[config.mk]
export PLATFORM = sky130hd
export DESIGN_NAME = double_ended_queue_top
export DESIGN_NICKNAME = d
export VERILOG_FILES = /design/src/design/deq_pkg.sv /design/src/design/double_ended_queue_top.sv /design/src/design/deq_ctrl.sv /design/src/design/deq_dpath.sv
export SDC_FILE = /design/constraint.sdc
export NUM_CORES = 2
export LEC_CHECK = 0
export BUFFER_PORTS_ARGS = -buffer_cell sky130_fd_sc_hd__buf_2
export CAP_MARGIN = 10
export CORE_MARGIN = 2
export CORE_UTILIZATION = 60
export CTS_CLUSTER_SIZE = 20
export DETAILED_ROUTE_END_ITERATION = 6
export MAX_ROUTING_LAYER = met4
export PLACE_DENSITY = 0.78
export SYNTH_ARGS = -nofsm -noshare
export SYNTH_HDL_FRONTEND = slang
export SYNTH_SLANG_ARGS = --single-unit
[constraint.sdc]
create_clock -name i_clk -period 8 [get_ports i_clk]
set_clock_uncertainty 0.2 [all_clocks]
set_input_delay 0.8 -clock i_clk [delete_from_list [all_inputs] [get_ports i_clk]]
set_output_delay 0.8 -clock i_clk [all_outputs]
set_load 0.02 [all_outputs]
[src/design/deq_pkg.sv]
package deq_pkg;

    localparam int WORD_W = 64;

    typedef enum logic [2:0] {
        OP_PUSH_FRONT = 3'd0,
        OP_PUSH_BACK  = 3'd1,
        OP_POP_FRONT  = 3'd2,
        OP_POP_BACK   = 3'd3,
        OP_REVERSE    = 3'd4
    } t_op;

    typedef enum logic [1:0] {
        ST_OK    = 2'd0,
        ST_FULL  = 2'd1,
        ST_EMPTY = 2'd2
    } t_status;

    typedef enum logic [1:0] {
        S_IDLE,
        S_READ,
        S_RESP
    } t_state;

    // controller -> datapath
    typedef struct packed {
        logic exec;  // beat accepted: update pointers, write store
        logic rd;    // read both ends of the run
    } t_deq_cmd;

endpackage

[src/design/double_ended_queue_top.sv]
// Bounded double-ended queue of DEPTH words of ELEMENT_BITS bits, kept as a
// run of entries in a ring store starting at a head pointer. Each input beat
// carries one op: push front, push back, pop front, pop back or reverse.
// Reverse only toggles a direction flag, so front and back swap with no data
// movement. Every input beat yields exactly one output beat with the new
// front and back words (zero-extended, zero when empty), the entry count, an
// empty flag and a status: ok, push refused because full, or pop refused
// because empty. A refused op leaves the queue untouched. Op codes five to
// seven are ignored and report the unchanged queue with status ok.
// Each item passes through the accept cycle, a read cycle and the cycle that
// offers the result, which is held while the output is stalled. No new
// input beat is taken until the output beat has been accepted; the next
// input beat can be taken the cycle after the output beat is accepted.
// The accept cycle moves the pointers and writes at most one entry, the read
// cycle reads both ends of the run through the two registered read ports,
// and the result cycle presents the registered result. No input beat is
// taken during reset. No clearing pass is needed after reset; entries
// outside the stored run are read only when the queue is empty, and then
// the front and back outputs are forced to zero.
module double_ended_queue_top #(
    parameter int    DEPTH        = 16,
    parameter int    ELEMENT_BITS = 64,
    localparam int   CNT_W        = $clog2(DEPTH + 1)
) (
    input  logic                       i_clk,
    input  logic                       i_rst_n,
    // input channel
    input  logic                       i_in_valid,
    output logic                       o_in_stall,
    input  logic [2:0]                 i_op,
    input  logic [deq_pkg::WORD_W-1:0] i_push_value,
    // output channel
    output logic                       o_out_valid,
    input  logic                       i_out_stall,
    output logic [deq_pkg::WORD_W-1:0] o_front_value,
    output logic [deq_pkg::WORD_W-1:0] o_back_value,
    output logic [CNT_W-1:0]           o_entry_count,
    output logic                       o_is_empty,
    output logic [1:0]                 o_status
);
    import deq_pkg::*;

    t_deq_cmd cmd;

    // sequencer: idle -> read -> hold result until taken
    deq_ctrl u_ctrl (
        .i_clk       (i_clk),
        .i_rst_n     (i_rst_n),
        .i_in_valid  (i_in_valid),
        .o_in_stall  (o_in_stall),
        .o_out_valid (o_out_valid),
        .i_out_stall (i_out_stall),
        .o_cmd       (cmd)
    );

    // pointers, count, direction flag and the ring store
    deq_dpath #(
        .DEPTH        (DEPTH),
        .ELEMENT_BITS (ELEMENT_BITS),
        .CNT_W        (CNT_W)
    ) u_dpath (
        .i_clk         (i_clk),
        .i_rst_n       (i_rst_n),
        .i_cmd         (cmd),
        .i_op          (i_op),
        .i_push_value  (i_push_value),
        .o_front_value (o_front_value),
        .o_back_value  (o_back_value),
        .o_entry_count (o_entry_count),
        .o_is_empty    (o_is_empty),
        .o_status      (o_status)
    );

endmodule

[src/design/deq_ctrl.sv]
module deq_ctrl (
    input  logic              i_clk,
    input  logic              i_rst_n,
    input  logic              i_in_valid,
    output logic              o_in_stall,
    output logic              o_out_valid,
    input  logic              i_out_stall,
    output deq_pkg::t_deq_cmd o_cmd
);
    import deq_pkg::*;

    t_state r_state;
    t_state n_state;

    always_ff @(posedge i_clk) begin
        if (!i_rst_n) begin
            r_state <= S_IDLE;
        end else begin
            r_state <= n_state;
        end
    end

    always_comb begin
        n_state     = r_state;
        o_in_stall  = 1'b1;
        o_out_valid = 1'b0;
        o_cmd       = '0;
        unique case (r_state)
            S_IDLE: begin
                // no beat is taken while reset is held
                o_in_stall = !i_rst_n;
                if (i_in_valid && i_rst_n) begin
                    o_cmd.exec = 1'b1;
                    n_state    = S_READ;
                end
            end
            S_READ: begin
                o_cmd.rd = 1'b1;
                n_state  = S_RESP;
            end
            S_RESP: begin
                o_out_valid = 1'b1;
                if (!i_out_stall) begin
                    n_state = S_IDLE;
                end
            end
            default: begin
                n_state = S_IDLE;
            end
        endcase
    end

endmodule

[src/design/deq_dpath.sv]
module deq_dpath #(
    parameter int DEPTH        = 16,
    parameter int ELEMENT_BITS = 64,
    parameter int CNT_W        = $clog2(DEPTH + 1)
) (
    input  logic                         i_clk,
    input  logic                         i_rst_n,
    input  deq_pkg::t_deq_cmd            i_cmd,
    input  logic [2:0]                   i_op,
    input  logic [deq_pkg::WORD_W-1:0]   i_push_value,
    output logic [deq_pkg::WORD_W-1:0]   o_front_value,
    output logic [deq_pkg::WORD_W-1:0]   o_back_value,
    output logic [CNT_W-1:0]             o_entry_count,
    output logic                         o_is_empty,
    output logic [1:0]                   o_status
);
    import deq_pkg::*;

    localparam int AW = (DEPTH > 1) ? $clog2(DEPTH) : 1;
    localparam int SW = CNT_W + 1;

    logic [ELEMENT_BITS-1:0] r_mem [DEPTH];

    logic [AW-1:0]    r_head;
    logic [CNT_W-1:0] r_count;
    logic             r_rev;
    t_status          r_status;
    logic [ELEMENT_BITS-1:0] r_low_q;
    logic [ELEMENT_BITS-1:0] r_high_q;

    logic [AW-1:0]    n_head;
    logic [CNT_W-1:0] n_count;
    logic             n_rev;
    t_status          n_status;

    logic             wr_en;
    logic [AW-1:0]    wr_addr;
    logic [AW-1:0]    head_prev;
    logic [AW-1:0]    head_next;
    logic [AW-1:0]    tail_slot;   // one past the high end
    logic [AW-1:0]    high_slot;   // high end of the run
    logic [SW-1:0]    sum_t;
    logic [SW-1:0]    sum_h;
    logic             full;
    logic             empty;
    logic             to_low;
    t_op              op;

    assign op    = t_op'(i_op);
    assign full  = (r_count == CNT_W'(DEPTH));
    assign empty = (r_count == '0);

    // ring pointer arithmetic, all operands stay below 2*DEPTH
    always_comb begin
        head_prev = (r_head == '0) ? AW'(DEPTH - 1) : r_head - AW'(1);
        head_next = (r_head == AW'(DEPTH - 1)) ? '0 : r_head + AW'(1);

        sum_t = SW'(r_head) + SW'(r_count);
        if (sum_t >= SW'(DEPTH)) begin
            sum_t = sum_t - SW'(DEPTH);
        end
        tail_slot = sum_t[AW-1:0];

        sum_h = SW'(r_head) + SW'(r_count) - SW'(1);
        if (sum_h >= SW'(DEPTH)) begin
            sum_h = sum_h - SW'(DEPTH);
        end
        high_slot = empty ? r_head : sum_h[AW-1:0];
    end

    always_comb begin
        n_head   = r_head;
        n_count  = r_count;
        n_rev    = r_rev;
        n_status = ST_OK;
        wr_en    = 1'b0;
        wr_addr  = tail_slot;
        to_low   = 1'b0;
        unique case (op) inside
            OP_PUSH_FRONT, OP_PUSH_BACK: begin
                to_low = (op == OP_PUSH_FRONT) ^ r_rev;
                if (full) begin
                    n_status = ST_FULL;
                end else begin
                    wr_en   = 1'b1;
                    n_count = r_count + CNT_W'(1);
                    if (to_low) begin
                        n_head  = head_prev;
                        wr_addr = head_prev;
                    end
                end
            end
            OP_POP_FRONT, OP_POP_BACK: begin
                to_low = (op == OP_POP_FRONT) ^ r_rev;
                if (empty) begin
                    n_status = ST_EMPTY;
                end else begin
                    n_count = r_count - CNT_W'(1);
                    if (to_low) begin
                        n_head = head_next;
                    end
                end
            end
            OP_REVERSE: begin
                n_rev = ~r_rev;
            end
            default: begin
            end
        endcase
    end

    always_ff @(posedge i_clk) begin
        if (!i_rst_n) begin
            r_head  <= '0;
            r_count <= '0;
            r_rev   <= 1'b0;
        end else if (i_cmd.exec) begin
            r_head  <= n_head;
            r_count <= n_count;
            r_rev   <= n_rev;
        end
    end

    always_ff @(posedge i_clk) begin
        if (i_cmd.exec) begin
            r_status <= n_status;
        end
    end

    always_ff @(posedge i_clk) begin
        if (i_cmd.exec && wr_en) begin
            r_mem[wr_addr] <= i_push_value[ELEMENT_BITS-1:0];
        end
    end

    always_ff @(posedge i_clk) begin
        if (i_cmd.rd) begin
            r_low_q  <= r_mem[r_head];
            r_high_q <= r_mem[high_slot];
        end
    end

    always_comb begin
        o_front_value = '0;
        o_back_value  = '0;
        if (!empty) begin
            o_front_value[ELEMENT_BITS-1:0] = r_rev ? r_high_q : r_low_q;
            o_back_value[ELEMENT_BITS-1:0]  = r_rev ? r_low_q : r_high_q;
        end
    end

    assign o_entry_count = r_count;
    assign o_is_empty    = empty;
    assign o_status      = r_status;

`ifndef SYNTHESIS
    a_count_range: assert property (@(posedge i_clk) disable iff (!i_rst_n)
        r_count <= CNT_W'(DEPTH))
        else $error("fill count above depth");

    a_head_range: assert property (@(posedge i_clk) disable iff (!i_rst_n)
        {1'b0, r_head} < (AW + 1)'(DEPTH))
        else $error("head pointer out of range");

    a_full_hold: assert property (@(posedge i_clk) disable iff (!i_rst_n)
        (i_cmd.exec && full && (op == OP_PUSH_FRONT || op == OP_PUSH_BACK))
        |=> (r_status == ST_FULL && $stable(r_count) && $stable(r_head)))
        else $error("refused push changed the queue");

    a_empty_hold: assert property (@(posedge i_clk) disable iff (!i_rst_n)
        (i_cmd.exec && empty && (op == OP_POP_FRONT || op == OP_POP_BACK))
        |=> (r_status == ST_EMPTY && $stable(r_count) && $stable(r_head)))
        else $error("refused pop changed the queue");
`endif

endmodule
==> flow_summary.toml <==
[run_status]
status = "finished, final reports clean"

[final_layout]
multi_input_area_um2 = 17800
area_growth_pct = 11.0
seq_area_um2 = 34900
final_core_util_pct = 67.1
finalInstanceArea_um2 = 59300
final_common_cell = "edfxtp_1"
fill_cells = 5597
final_cell_mix = "edfxtp_1, mux4_2, buf_2"
fin_nets = 3111
layout.cells.non_filler = 4294
drive_above_1_share_pct = 31.3

[yosys]
syn_inst = 2866
yosys_warnings = 0
yosysSeqAreaShare_pct = 65.3
yosysTopAreaCell = "edfxtp_1"
synthArstFlopShare_pct = 0
ys_types = 50
ys_seq_elements = 1166
synthFlopType = "edfxtp_1"
syn_nets = 2948
synth_area_um2 = 53400
synth-edff-count = 1154
synthTopCellsByArea = "edfxtp_1, mux4_2, mux2i_1"
syn_avg_cell_area_um2 = 18.6
synth_top_area_share_pct = 64.8

[setup_path]
r2r_start = "u_dpath.r_head[2]$_SDFFE_PN0P_"
critPathLaunchType = "register"
worstReg2RegEnd = "u_dpath.r_high_q[10]$_DFFE_PN_"
r2r_cells = 9
r2r_setup_slack_ps = 3000
crit_type = "reg2out"
crit_arrival_ps = 4340
cp.required_ps = 7000
worstSetupEndpointType = "output pin"
worstPathMaxFanout = 89

[clock_tree]
cts_buffer_depth = 3
cts_tree = "done"
cts.clk_slew.worst_paths_ps = 70
cts.root.buffer_cell = "clkbuf_16"
cts.sinks = 1166
cts_max_level = 3
cts_resized = 0
holdBufCountCts = 0
insertion_delay_ps = 730
cts_buffers = 114
postCtsSetupRepairBufs = 0

[grt]
grt-ovfl-total = 0
grt_start_max_net_pins = 157
grt_pass1_wl_um = 207000
grt.total_usage_pct = 32.2
antenna_found_initial = 16
grt_pass1_vias = 32000

[route]
dr.pass1.iters = 6
vias = 31400
drt_iter0_drc = 3859
drc_errors = 0
routedWlPerCell_um = 32.8
ant_nets = 0
viasPerCell = 7.30
wirelength_um = 141000

[power_and_ir_drop]
switching_power_mw = 3.16
p_leak_nw = 18.6
p_per_area_nw_per_um2 = 226
pwr-share-clk_pct = 38.4
power_frac_seq_pct = 51.2
peakVddDrop_uv = 221
comb_power_share_pct = 10.4
p_int_mw = 10.2
swShare_pct = 23.6
total_power_mw = 13.4

[timing]
fin_crit_ps = 5340
fin_ws_ps = 2660
final.setup.tns_ps = 0
hold_slack_ps = 166
hold_violations = 0
rsz0062_at_grt = "false"
setup_viol = 0
period_share_pct = 66.8
drv_slew = 0
worst_pin_slew_ps = 1240
fmax_mhz = 187
relSlewSlack_pct = 15.2

[die]
fp-row-count = 109
die_y_um = 302
die_x_um = 302
core_area_um2 = 88400
die_area_um2 = 91500
start_util_pct = 60.5
pin_count = 209

[place]
gp_congestion = 0.884
pre_cts_slack_ps = 3040
placed_cell_area_um2 = 55700
port_buffers = 208
dpl.hpwl_um = 76400
place_inst = 4077

[min_path]
min_path_cells = 3
holdPathEnd = "u_ctrl.r_state[1]$_SDFFE_PN0P_"
hold_start = "i_out_stall"
holdCritPathClass = "in2reg"

[job]
cap_violations = 0
-- sequential cells by signal, summed over array words and instances, names as in the netlist --
signal / flops
u_ctrl.r_state: 2
u_dpath.o_entry_count: 5
u_dpath.o_status: 2
u_dpath.r_head: 4
u_dpath.r_high_q: 64
u_dpath.r_low_q: 64
u_dpath.r_mem: 1024
u_dpath.r_rev: 1
-- synthesized netlist by cell type (6+ instances only) --
master and n:
edfxtp_1 1154, a21o_1 45, buf_2 37, a211oi_1 72, and2_1 7, nand2_1 163, buf_6 7, buf_1 42
mux4_2 504, inv_1 10, nor4_2 8, or4_1 20, nor3_1 7, o22ai_1 17, nor2b_1 45, o31a_1 16
dfxtp_1 12, ha_1 9, a22oi_1 71, xor2_1 6, xnor2_1 10, a21oi_1 108, nand3_1 33, mux2i_1 141
nand2b_1 6, nor2_1 155, clkbuf_1 114, buf_4 12
-- metal layers --
layer / vias to the layer above / share of wire [%] / track usage, %
met5: - / 0 / -
met4: 0 / 4.3 / 13.6
met3: 425 / 11 / 6.24
met2: 2316 / 50 / 50.7
met1: 16300 / 35 / 41.9
li1: 12400 / - / -
-- cell type report --
class | instances | area share, %
Inverter | 11 | 0.0738
Antenna cell | 16 | 0.0675
Sequential cell | 1166 | 58.9
Clock buffer | 136 | 4.95
Timing Repair Buffer | 261 | 2.55
Multi-Input combinational cell | 1475 | 30.0
Clock inverter | 64 | 0.981
Tap cell | 1165 | 2.46
-- kinds of logic (layout without fill, tap and decap cells) --
logic type,count (synthesis),after routing,synth area share [%]
flip-flops,1166,1166,65.3
AO/OA/AOI/OAI,344,344,4.32
other,0,16,0
adder cells (fa/ha/maj),11,11,0.286
buffers and inverters,225,472,1.89
AND/OR/NAND/NOR,452,452,3.88
XOR/XNOR,18,18,0.349
multiplexers,650,650,24.0
-- power groups by stage --
stage / logic [mW] / registers [mW] / clock network [mW]
floorplan: 0.961 / 6.96 / 0
global placement: 1.34 / 6.98 / 0
detailed placement: 1.38 / 6.98 / 0
CTS: 1.39 / 6.85 / 5.18
global route: 1.48 / 6.85 / 5.38
finish: 1.39 / 6.85 / 5.13
-- worst max-delay path by stage --
| stage | cells after the start | to | start | slack, ps |
|---|---|---|---|---|
| after global routing | 6 | o_front_value[48] | u_dpath.o_entry_count[1]$_SDFFE_PN0P_ | 2470 |
| after CTS | 6 | o_front_value[48] | u_dpath.o_entry_count[1]$_SDFFE_PN0P_ | 2630 |
| after global placement | 9 | u_dpath.r_mem[0][25]$_DFFE_PP_ | u_dpath.r_head[1]$_SDFFE_PN0P_ | 3080 |
| after detailed placement | 10 | u_dpath.r_high_q[13]$_DFFE_PN_ | u_dpath.r_head[1]$_SDFFE_PN0P_ | 3040 |
| after floorplan | 1 | u_dpath.r_high_q[0]$_DFFE_PN_ | u_ctrl.r_state[0]$_SDFFE_PN0P_ | 1150 |
| final | 6 | o_front_value[48] | u_dpath.o_entry_count[1]$_SDFFE_PN0P_ | 2660 |
-- worst max-delay path, stage by stage, from the launching register on --
cell and delay [ps]:
dfxtp_1 410, nor4_1 470, nand2b_1 500, inv_4 680, buf_4 960, nor2_1 260
buf_2 250
(Power assumes the default switching activity.)
